$ cat src/rtl/a2l_pkg.sv
// Package for the Annex B to length-prefix patcher.
// Holds the parser phase type, status codes, result record and constants.
// No dependencies.
package a2l_pkg;

    // Longest frame the counters are sized for
    localparam logic [32:0] FRAME_BYTES_MAX = 33'd16777216;
    localparam logic [32:0] CAP_WIDE        = FRAME_BYTES_MAX - 33'd1;

    // Position and body counters stop here
    localparam logic [23:0] COUNT_CAP =
        (CAP_WIDE < 33'h0FFFFFF) ? CAP_WIDE[23:0] : 24'hFFFFFF;

    // Start code detection
    localparam logic [31:0] RECENT_INIT = 32'hFFFFFFFF;
    localparam logic [23:0] SC3_PATTERN = 24'h000001;
    localparam logic [31:0] SC4_PATTERN = 32'h00000001;
    localparam logic [7:0]  BYTE_ZERO   = 8'h00;
    localparam logic [7:0]  BYTE_ONE    = 8'h01;
    localparam logic [23:0] SC4_BYTES   = 24'd4;
    localparam logic [23:0] SC3_BYTES   = 24'd3;

    // Result status codes
    typedef enum logic [1:0] {
        ST_OK       = 2'd0,
        ST_BAD_HEAD = 2'd1,
        ST_EMPTY    = 2'd2,
        ST_SHORT_SC = 2'd3
    } status_t;

    // Parser phase, one-hot
    typedef enum logic [6:0] {
        PH_HEAD0     = 7'b0000001,
        PH_HEAD1     = 7'b0000010,
        PH_HEAD2     = 7'b0000100,
        PH_HEAD3     = 7'b0001000,
        PH_BODY      = 7'b0010000,
        PH_ODD_FIRST = 7'b0100000,
        PH_ODD_LATER = 7'b1000000
    } phase_t;

    // One result record
    typedef struct packed {
        logic        patch_valid;
        logic [23:0] patch_offset;
        logic [23:0] patch_length;
        status_t     status;
        logic        frame_done;
    } res_t;

endpackage

$ cat src/rtl/annexb_to_length_prefix_patcher.sv
// Annex B to length-prefix patcher, one byte per cycle, one patch record out per unit.
// Top level: wires the byte parser to the result queue. Depends on a2l_pkg,
// a2l_step and a2l_outq.
//
// Feed a coded frame one byte per transfer, frame_last set on the final byte.
// Each byte is parsed in the cycle it is taken, so the block sustains one
// byte per clock; the only limit is the two-entry result queue, and in_ready
// falls whenever both entries are held, also while one leaves. Each result
// transfer is a patch record: offset of a 4-byte start code and the body
// length to write big-endian over it, or a frame_done record: ok for a frame
// of only a start code, else an error status (bad head, empty unit, 3-byte
// start code), then the frame's rest is dropped. Counters saturate at 0xFFFFFF.
module annexb_to_length_prefix_patcher (
    input  logic        clk,
    input  logic        rst_n,
    input  logic        in_valid,
    output logic        in_ready,
    input  logic [7:0]  data_byte,
    input  logic        frame_last,
    output logic        out_valid,
    input  logic        out_ready,
    output logic        patch_valid,
    output logic [23:0] patch_offset,
    output logic [23:0] patch_length,
    output logic [1:0]  status,
    output logic        frame_done
);
    import a2l_pkg::*;

    logic  in_fire;
    logic  res_fire;
    res_t  res;
    res_t  out_data;

    assign in_fire = in_valid && in_ready;

    // Byte parser
    a2l_step u_step (
        .clk        (clk),
        .rst_n      (rst_n),
        .in_fire    (in_fire),
        .data_byte  (data_byte),
        .frame_last (frame_last),
        .res_fire   (res_fire),
        .res        (res)
    );

    // Result register queue
    a2l_outq u_outq (
        .clk       (clk),
        .rst_n     (rst_n),
        .push      (res_fire),
        .push_data (res),
        .space     (in_ready),
        .out_valid (out_valid),
        .out_ready (out_ready),
        .out_data  (out_data)
    );

    assign patch_valid  = out_data.patch_valid;
    assign patch_offset = out_data.patch_offset;
    assign patch_length = out_data.patch_length;
    assign status       = out_data.status;
    assign frame_done   = out_data.frame_done;

endmodule

$ cat src/rtl/a2l_step.sv
// Per-byte parser of the Annex B patcher: frame state registers and the
// combinational next-state and result logic. Depends on a2l_pkg.
module a2l_step (
    input  logic           clk,
    input  logic           rst_n,
    input  logic           in_fire,
    input  logic [7:0]     data_byte,
    input  logic           frame_last,
    output logic           res_fire,
    output a2l_pkg::res_t  res
);
    import a2l_pkg::*;

    phase_t      phase_reg, phase_next;
    logic        swallow_reg, swallow_next;
    logic [31:0] recent_reg, recent_next;
    logic [23:0] pos_reg, pos_next;
    logic [23:0] unit_off_reg, unit_off_next;
    logic [23:0] body_cnt_reg, body_cnt_next;

    logic [31:0] recent_shift;
    logic [23:0] body_inc;
    logic        odd;
    status_t     odd_code;
    logic        four;
    logic [23:0] cut;
    logic [23:0] size;
    logic [23:0] sc_off;
    logic        emit;

    // Shared body-byte terms
    always_comb
    begin
        recent_shift = {recent_reg[23:0], data_byte};
        body_inc     = (body_cnt_reg < COUNT_CAP) ? body_cnt_reg + 24'd1 : body_cnt_reg;
        odd          = (phase_reg != PH_BODY);
        odd_code     = (phase_reg == PH_ODD_FIRST) ? ST_BAD_HEAD : ST_SHORT_SC;
        four         = (recent_shift == SC4_PATTERN);
        cut          = four ? SC4_BYTES : SC3_BYTES;
        size         = (body_inc >= cut) ? body_inc - cut : 24'd0;
        sc_off       = (pos_reg >= 24'd3) ? pos_reg - 24'd3 : 24'd0;
    end

    // Next state and result for one accepted byte
    always_comb
    begin
        phase_next    = phase_reg;
        swallow_next  = swallow_reg;
        recent_next   = recent_reg;
        unit_off_next = unit_off_reg;
        body_cnt_next = body_cnt_reg;
        emit          = 1'b0;
        res           = '0;
        res.status    = ST_OK;

        if (frame_last)
            pos_next = 24'd0;
        else if (pos_reg < COUNT_CAP)
            pos_next = pos_reg + 24'd1;
        else
            pos_next = pos_reg;

        if (swallow_reg)
        begin
            // drop the rest of a failed frame
            if (frame_last)
            begin
                swallow_next = 1'b0;
                phase_next   = PH_HEAD0;
            end
        end
        else
        begin
            unique case (phase_reg)
                PH_HEAD0, PH_HEAD1:
                begin
                    if (data_byte != BYTE_ZERO || frame_last)
                    begin
                        emit           = 1'b1;
                        res.status     = ST_BAD_HEAD;
                        res.frame_done = 1'b1;
                        phase_next     = PH_HEAD0;
                        swallow_next   = !frame_last;
                    end
                    else
                        phase_next = (phase_reg == PH_HEAD0) ? PH_HEAD1 : PH_HEAD2;
                end
                PH_HEAD2:
                begin
                    if (data_byte == BYTE_ONE)
                    begin
                        if (frame_last)
                        begin
                            // frame holds only a start code
                            emit           = 1'b1;
                            res.frame_done = 1'b1;
                            phase_next     = PH_HEAD0;
                        end
                        else
                        begin
                            phase_next    = PH_ODD_FIRST;
                            unit_off_next = 24'd0;
                            body_cnt_next = 24'd0;
                            recent_next   = RECENT_INIT;
                        end
                    end
                    else if (data_byte != BYTE_ZERO || frame_last)
                    begin
                        emit           = 1'b1;
                        res.status     = ST_BAD_HEAD;
                        res.frame_done = 1'b1;
                        phase_next     = PH_HEAD0;
                        swallow_next   = !frame_last;
                    end
                    else
                        phase_next = PH_HEAD3;
                end
                PH_HEAD3:
                begin
                    if (data_byte != BYTE_ONE)
                    begin
                        emit           = 1'b1;
                        res.status     = ST_BAD_HEAD;
                        res.frame_done = 1'b1;
                        phase_next     = PH_HEAD0;
                        swallow_next   = !frame_last;
                    end
                    else if (frame_last)
                    begin
                        emit           = 1'b1;
                        res.frame_done = 1'b1;
                        phase_next     = PH_HEAD0;
                    end
                    else
                    begin
                        phase_next    = PH_BODY;
                        unit_off_next = 24'd0;
                        body_cnt_next = 24'd0;
                        recent_next   = RECENT_INIT;
                    end
                end
                PH_BODY, PH_ODD_FIRST, PH_ODD_LATER:
                begin
                    body_cnt_next = body_inc;
                    recent_next   = recent_shift;
                    if (frame_last)
                    begin
                        emit           = 1'b1;
                        res.frame_done = 1'b1;
                        phase_next     = PH_HEAD0;
                        if (odd)
                            res.status = odd_code;
                        else
                        begin
                            res.patch_valid  = 1'b1;
                            res.patch_offset = unit_off_reg;
                            res.patch_length = body_inc;
                        end
                    end
                    else if (recent_shift[23:0] == SC3_PATTERN)
                    begin
                        emit = 1'b1;
                        if (size == 24'd0 || odd)
                        begin
                            // empty unit or unit opened by a 3-byte code
                            res.status     = (size == 24'd0) ? ST_EMPTY : odd_code;
                            res.frame_done = 1'b1;
                            phase_next     = PH_HEAD0;
                            swallow_next   = 1'b1;
                        end
                        else
                        begin
                            res.patch_valid  = 1'b1;
                            res.patch_offset = unit_off_reg;
                            res.patch_length = size;
                            phase_next       = four ? PH_BODY : PH_ODD_LATER;
                            unit_off_next    = four ? sc_off : 24'd0;
                            body_cnt_next    = 24'd0;
                            recent_next      = RECENT_INIT;
                        end
                    end
                end
                default:
                begin
                    phase_next = PH_HEAD0;
                end
            endcase
        end
    end

    assign res_fire = in_fire && emit;

    // Frame state
    always_ff @(posedge clk or negedge rst_n)
    begin
        if (!rst_n)
        begin
            phase_reg    <= PH_HEAD0;
            swallow_reg  <= 1'b0;
            recent_reg   <= RECENT_INIT;
            pos_reg      <= 24'd0;
            unit_off_reg <= 24'd0;
            body_cnt_reg <= 24'd0;
        end
        else if (in_fire)
        begin
            phase_reg    <= phase_next;
            swallow_reg  <= swallow_next;
            recent_reg   <= recent_next;
            pos_reg      <= pos_next;
            unit_off_reg <= unit_off_next;
            body_cnt_reg <= body_cnt_next;
        end
    end

    // A failed or finished frame restarts at the head check
    a_done_restarts: assert property (@(posedge clk) disable iff (!rst_n)
        res_fire && res.frame_done |=> phase_reg == PH_HEAD0)
        else $error("frame end result did not return to head check");

    // Nothing comes out while a failed frame is dropped
    a_swallow_quiet: assert property (@(posedge clk) disable iff (!rst_n)
        swallow_reg |-> !res_fire)
        else $error("result while dropping a failed frame");

    // A patch record always carries ok status, an error always ends the frame
    a_patch_ok: assert property (@(posedge clk) disable iff (!rst_n)
        res_fire |-> (res.patch_valid ? res.status == ST_OK
                                      : res.frame_done))
        else $error("inconsistent result record");

endmodule

$ cat src/rtl/a2l_outq.sv
// Two-entry result register queue for the Annex B patcher; decouples
// the output handshake from byte intake. Depends on a2l_pkg.
module a2l_outq (
    input  logic           clk,
    input  logic           rst_n,
    input  logic           push,
    input  a2l_pkg::res_t  push_data,
    output logic           space,
    output logic           out_valid,
    input  logic           out_ready,
    output a2l_pkg::res_t  out_data
);
    import a2l_pkg::*;

    res_t        entry_reg [2];
    logic        wr_ptr_reg;
    logic        rd_ptr_reg;
    logic [1:0]  count_reg, count_next;
    logic        pop;

    assign space     = (count_reg != 2'd2);
    assign out_valid = (count_reg != 2'd0);
    assign out_data  = entry_reg[rd_ptr_reg];
    assign pop       = out_valid && out_ready;

    // Occupancy
    always_comb
    begin
        count_next = count_reg;
        if (push && !pop)
            count_next = count_reg + 2'd1;
        else if (pop && !push)
            count_next = count_reg - 2'd1;
    end

    // Pointers and count
    always_ff @(posedge clk or negedge rst_n)
    begin
        if (!rst_n)
        begin
            wr_ptr_reg <= 1'b0;
            rd_ptr_reg <= 1'b0;
            count_reg  <= 2'd0;
        end
        else
        begin
            count_reg <= count_next;
            if (push)
                wr_ptr_reg <= !wr_ptr_reg;
            if (pop)
                rd_ptr_reg <= !rd_ptr_reg;
        end
    end

    // Payload storage
    always_ff @(posedge clk)
    begin
        if (push)
            entry_reg[wr_ptr_reg] <= push_data;
    end

    // Never written while full unless an entry leaves in the same cycle
    a_no_overflow: assert property (@(posedge clk) disable iff (!rst_n)
        push |-> space || pop)
        else $error("result queue overflow");

    // Count tracks the pointers
    a_ptr_count: assert property (@(posedge clk) disable iff (!rst_n)
        (count_reg == 2'd0 || count_reg == 2'd2) |-> wr_ptr_reg == rd_ptr_reg)
        else $error("result queue pointers out of step");

endmodule

$ cat config.mk
export PLATFORM = sky130hd
export DESIGN_NAME = annexb_to_length_prefix_patcher
export DESIGN_NICKNAME = d
export VERILOG_FILES = /design/src/rtl/a2l_pkg.sv /design/src/rtl/annexb_to_length_prefix_patcher.sv /design/src/rtl/a2l_step.sv /design/src/rtl/a2l_outq.sv
export SDC_FILE = /design/constraint.sdc
export NUM_CORES = 1
export LEC_CHECK = 0
export BUFFER_PORTS_ARGS = -buffer_cell sky130_fd_sc_hd__buf_2
export CORE_ASPECT_RATIO = 0.75
export CORE_UTILIZATION = 40
export CTS_BUF_LIST = sky130_fd_sc_hd__clkbuf_4
export CTS_CLUSTER_SIZE = 10
export DETAILED_ROUTE_END_ITERATION = 8
export SLEW_MARGIN = 20
export SYNTH_ARGS = -nofsm -noshare
export SYNTH_HDL_FRONTEND = slang
export SYNTH_SLANG_ARGS = --single-unit
$ cat constraint.sdc
create_clock -name clk -period 14.3 [get_ports clk]
set_input_delay 2.86 -clock clk [delete_from_list [all_inputs] [get_ports clk]]
set_output_delay 2.86 -clock clk [all_outputs]
set_load 0.02 [all_outputs]
* After elaboration in Yosys (flattened, before gate mapping)
Memories as Yosys holds them, arrays and structs flattened.
Index checks and enable logic that the tools add are counted.
W data, S select, Z words.
** Word-level totals
- Memories :: 1
- Register bits after elaboration :: 116
- Word-level logic and storage cells :: 143
- Output and inout port bits :: 54
- Bits in writable memories :: 104
- Bits of input ports :: 13
** Cells by class
- Bitwise logic cells :: 1
- Muxes and demuxes :: 78
- Add/sub/neg operators :: 6
- Magnitude comparators :: 4
- Reductions and logical operators :: 24
- Equal/unequal tests :: 20
** Memories
- u_outq.entry_reg :: words 2, width 52, rd ports 1, clocked after memory_dff 0, write ports 1, RTL line a2l_outq.sv:15 : res_t entry_reg [2];
** Operator list (count)
- $mux W24 :: 18
- $mux W32 :: 6
- $mux W52 :: 3
- $mux W49 :: 3
- $pmux W24 S3 :: 2
- $pmux W32 S3 :: 1
- $mux W7 :: 8
- $add A24 B1 Y24 const B :: 2
- $lt A24 B24 Y1 const B :: 2
- $eq A32 B1 Y1 const B :: 1
- $pmux W7 S4 :: 1
- $eq A24 B1 Y1 const B :: 1
- $ge A24 B2 Y1 const B :: 1
- $ge A24 B24 Y1 :: 1
- $logic_not A24 Y1 :: 1
- $sub A24 B2 Y24 const B :: 1
- $sub A24 B24 Y24 :: 1
- $mux W1 :: 20
- $mux W2 :: 6
- $mux W6 :: 2
- $pmux W3 S4 :: 1
- $ne A2 B2 Y1 const B :: 5
- $mux W3 :: 3
- $eq A8 B1 Y1 const B :: 1
- other kinds (29) :: 42

* Logic depth before layout (Yosys ltp)
- Depth after elaboration :: 11
- Mapped depth :: 23
- Mapped depth without buffers :: 19

* By module
From an unflattened synthesis, not the netlist that was laid out.
** Second synthesis, totals
- Cell total of the unflattened synthesis :: 1149
- Area total of the unflattened synthesis :: 12164.2 um^2
** Modules (own cells, without submodules)
- a2l_step :: cells an instance 970, seq. area each 2633.8 um^2, times used 1, area an instance 7965.1 um^2
- a2l_outq :: cells an instance 178, seq. area each 3223.1 um^2, times used 1, area an instance 4192.8 um^2
- annexb_to_length_prefix_patcher :: cells an instance 1, seq. area each 0.0 um^2, times used 1, area an instance 6.3 um^2

* Worst setup path after synthesis
No wires, ideal clock.
- Path type :: input-to-reg
- From :: input port data_byte[5]
- To :: memory u_outq.entry_reg[0][0] (netlist name) (enable)
- Cell stages on the path :: 7
- Path buffers :: 0
- Setup time :: 526 ps
- Arrival :: 7555 ps
- Slack :: 6219 ps
- Cell sequence :: nor4_1 > nand3_1 > nor2_1 > o21ai_0 > nand2_1 > nand2_1 > nor3_1
** On the way
- Word-level cells in the longest chain between the ends :: 9
- Elaborated cells between the ends (all ways) :: 15
- Those cells by class :: eq/ne: 3; mux: 9; reduce/logical: 3
** Ends and longest elaborated chain
- from (decl) :: RTL line annexb_to_length_prefix_patcher.sv:18 : input logic [7:0] data_byte,
- parallel branches: the longest is 4 deep, another holds $eq A24 B1 Y1
- $pmux W1 S4 * :: RTL line a2l_step.sv:74 : unique case (phase_reg)
- $mux W1 * :: RTL line a2l_step.sv:63 : if (swallow_reg)
- $logic_and A1 B1 Y1 * :: RTL line a2l_step.sv:191 : assign res_fire = in_fire && emit;
- $mux W1 * :: RTL line a2l_outq.sv:58 : if (push)
- $mux W1 (not written as such) * :: RTL line a2l_outq.sv:59 : entry_reg[wr_ptr_reg] <= push_data;
- to (decl) :: RTL line a2l_outq.sv:15
Every way passes the cells marked *.

==> summary.txt <==
Place
  – Post-Place Worst Slack: 5.917 ns
  – HPWL Detailed: 20.57 mm
  – RD Place Congestion: 0.8903
  – Placed cell area: 12000 um^2
  – Port Buffers: 66

STA
  – Worst-margin pin slew: between 1 and 1.5 ns
  – Setup TNS: 0 ns
  – Final setup viols: 0
  – Slew Viols, Final: 0
  – Final period utilization: 54.98%
  – RSZ-0062 raised after global routing: false
  – Achievable Freq: 127.2 MHz
  – Final Hold Fails: 0
  – Clock Skew: 0.04689 ns
  – Min cycle time layout: 7.862 ns
  – Setup WS post-layout: 6.438 ns
  – Slew margin rel.: between 20% and 30%

Layout
  – Max FFs per register: about 100
  – Area grow syn2layout: 11.53%
  – Share of cells above drive strength 1: 23.02%
  – # nets final: 1151
  – Layout Cell Area excl Fill: 12760 um^2

Synth
  – Synthesized instance count: roughly 1100
  – Synth cell types: 77
  – Yosys warns: 0
  – Main synth FF type: edfxtp_1
  – EDFF count, synth: 104
  – Top cell type's share of synthesized area: 27.29%
  – Synthesized area per cell: 10.70 um^2
  – Post-Syn Nets: 1090
  – Largest family of logic cells by synthesized area: simple AND/OR/NAND/NOR gates
  – Top post-synthesis cells by count: edfxtp_1 (104), nand2_1 (95), dfrtp_1 (83)
  – Adder-Cell Fraction of Synth Area: 0.8309%
  – Top-count cell post-synth: edfxtp_1
  – FFs w/ async S/R, synth: 50.94%
  – Simple-gate share of the synthesized area: about 18%
  – Synth Area in XOR/XNOR: 5.958%
  – Synth Area in Compound Gates: 14.77%
  – Synth area leader: edfxtp_1
  – Mapped Area: 11440 um^2
  – Sequential-to-total area share from yosys stat: 51.18%
  – Mux cell area share after synthesis: under 10%
  – Flops & latches, synth: around 210
  – Top area cells in the synthesized netlist: edfxtp_1 (27%), dfrtp_1 (18%), dfstp_2 (5.7%), mux2_2 (5.3%), nand2_1 (3.1%)

Critical path
  – CP Class: in -> reg
  – Crit path DAT: 8.32 ns
  – CP startpoint kind: input pin
  – Crit end category: register
  – Max FO, Critical Path: 18
  – Critical Path RT: 14.76 ns

Clock tree
  – CTS Buffer Depth: 3
  – Setup Fix Bufs, Post-CTS: 0
  – Reg clk slew, reported paths: 0.07 ns
  – Clk sinks: 212
  – CTS tree: built
  – Hold_buf cts: 0
  – Num CTS Buffers: 54
  – Post_cts resized: 0
  – H-Tree Depth: 2
  – Insertion delay to the later sink of the worst-skew pair: 0.70 ns
  – Root Buffer: clkbuf_4

Pwr
  – P_int: roughly 1.2 mW
  – VDD IR max: 0.0001164 V
  – P_sw: 557.4 uW
  – Sw Share: 32.38%
  – Leakage dissipation: approximately 5.1 nW
  – Power per Cell Area: 134.9 nW/um^2
  – Sequential power share: between 40% and 50%
  – Power share of the combinational group: 25.2%
  – Clock power frac: 32.4%
  – PnR Total Power: 1.721 mW

Worst hold path
  – Worst Hold Class: reg -> reg

Global route
  – Busiest layer in global routing: met1
  – Initial antenna violation count: 1
  – GRT met2 Usage: 27.11%
  – First-pass GRT wire length: 47.59 mm
  – Global route overflow: 0
  – Met1 GRT Util: about a third
  – Total track usage: 20.72%
  – Largest net degree at the start of global routing: 58
  – Met3 usage: 4.739%
  – Vias in the first global route: ~8400

Drt
  – Iteration-0 DRC Markers: around 730
  – DR vias: 8863
  – Final ANT Viol Nets: 0
  – Post-detailed-routing wire length: 29.56 mm
  – Vias/cell: 5.671
  – DRC violations left: 0
  – DR pass1 iterations: 5
  – Wirelength per Cell: 18.91 um

Floorplanning
  – Die area: 29300 um^2
  – Total core area: roughly 28000 um^2
  – Die Wd: between 150 and 200 um
  – Starting density of the core: 40.80%
  – Die height: 148.5 um
  – Cell row count: 53
  – IO Pins: 67

Run
  – Max-cap violations: 0

Run status
  – Status: complete, no violations
power by group through the flow:
| stage | registers, mW | logic [mW] | clock network, mW |
|---|---|---|---|
| after CTS | 0.730 | 0.440 | 0.577 |
| after global placement | 0.740 | 0.437 | 0 |
| after global routing | 0.736 | 0.472 | 0.605 |
| final | 0.729 | 0.435 | 0.557 |
| after floorplan | 0.732 | 0.308 | 0 |
| after detailed placement | 0.741 | 0.437 | 0 |
cells by family (layout without fill, tap and decap cells):
logic type,count (synthesis),count (layout)
DFF,212,212
and+or+nand+nor,402,402
muxes,58,58
AOI/OAI and AO/OA,228,228
buffers and inverters,86,193
other,0,1
xor gates and xnor gates,77,77
adders and majority gates,7,7
worst max-delay path, stage by stage:
cell and delay [ns]:
buf_2 0.11, nor4_1 0.66, nand3_1 0.27, nor2_1 0.30, nand3_1 0.22, ha_1 0.42
a21oi_1 0.19, o21a_1 0.22, o211a_1 0.34, o21ai_0 0.24, nor3_1 0.31, nand4_1 0.22
xnor2_1 0.40, nor4_4 0.08, a21oi_4 0.52, nand2_1 0.45, o32ai_1 0.49
placed cells by master (no fill, tap or decap), drive strengths merged, types with 6 or more instances in the layout:
cell type	instances
o211ai	9
nor3	43
and3	11
o21ai	45
ha	6
nor2	74
dfstp	25
nor4	29
nand4	24
o22a	23
buf	76
or3	7
o2bb2ai	25
and4	9
a22o	7
a21o	8
dfrtp	83
and2	35
clkbuf	82
nand3	45
clkinv	17
a31oi	16
nand2	95
o21a	7
xnor2	37
inv	15
a211oi	13
a21oi	26
o32ai	7
xor2	40
mux2	54
edfxtp	104
o22ai	9
through the flow:
stage	utilization, %	hold slack [ns]	cells
after global placement	42.78	0.4686	1460
after CTS	45.50	0.4890	1562
after floorplan	-	0.4481	1070
final	45.51	0.4846	1563
after detailed placement	42.78	0.4696	1460
after global routing	45.51	0.5066	1563
routing by layer:
| metal | wire (um) | vias up | part of all wire, % |
|---|---|---|---|
| met1 | 15230 | 4320 | 52 |
| met4 | 528 | 0 | 1.8 |
| met2 | 11610 | 309 | 39 |
| met5 | 0 | - | 0 |
| li1 | - | 4194 | - |
| met3 | 2194 | 40 | 7.4 |
final cells by class:
type	count	area (um^2)
Antenna cell	1	2.502
Clock inverter	20	146.4
Multi-Input combinational cell	772	5196
Clock buffer	82	615.6
Timing Repair Buffer	76	407.9
Inverter	15	56.30
Tap cell	385	481.7
Fill cell	2689	15290
Sequential cell	212	5858
final timing paths:
path | startpoint | to | slack [ns] | cells past startpoint
worst max-delay path | data_byte[5] | u_outq.entry_reg[0][16] | 6.44 | 17
worst min-delay path | u_step.unit_off_reg[23] | u_step.unit_off_reg[23] | 0.48 | 1
worst max register to register | u_step.body_cnt_reg[0] | u_step.unit_off_reg[22] | 7.61 | 18
worst min register to register | u_step.unit_off_reg[23] | u_step.unit_off_reg[23] | 0.48 | 1
max in group asynchronous | rst_n | u_step.pos_reg[13] | 10.86 | 2
min in group asynchronous | rst_n | u_step.body_cnt_reg[18] | 2.19 | 1
Note: power is estimated with default switching activity, not from simulation.
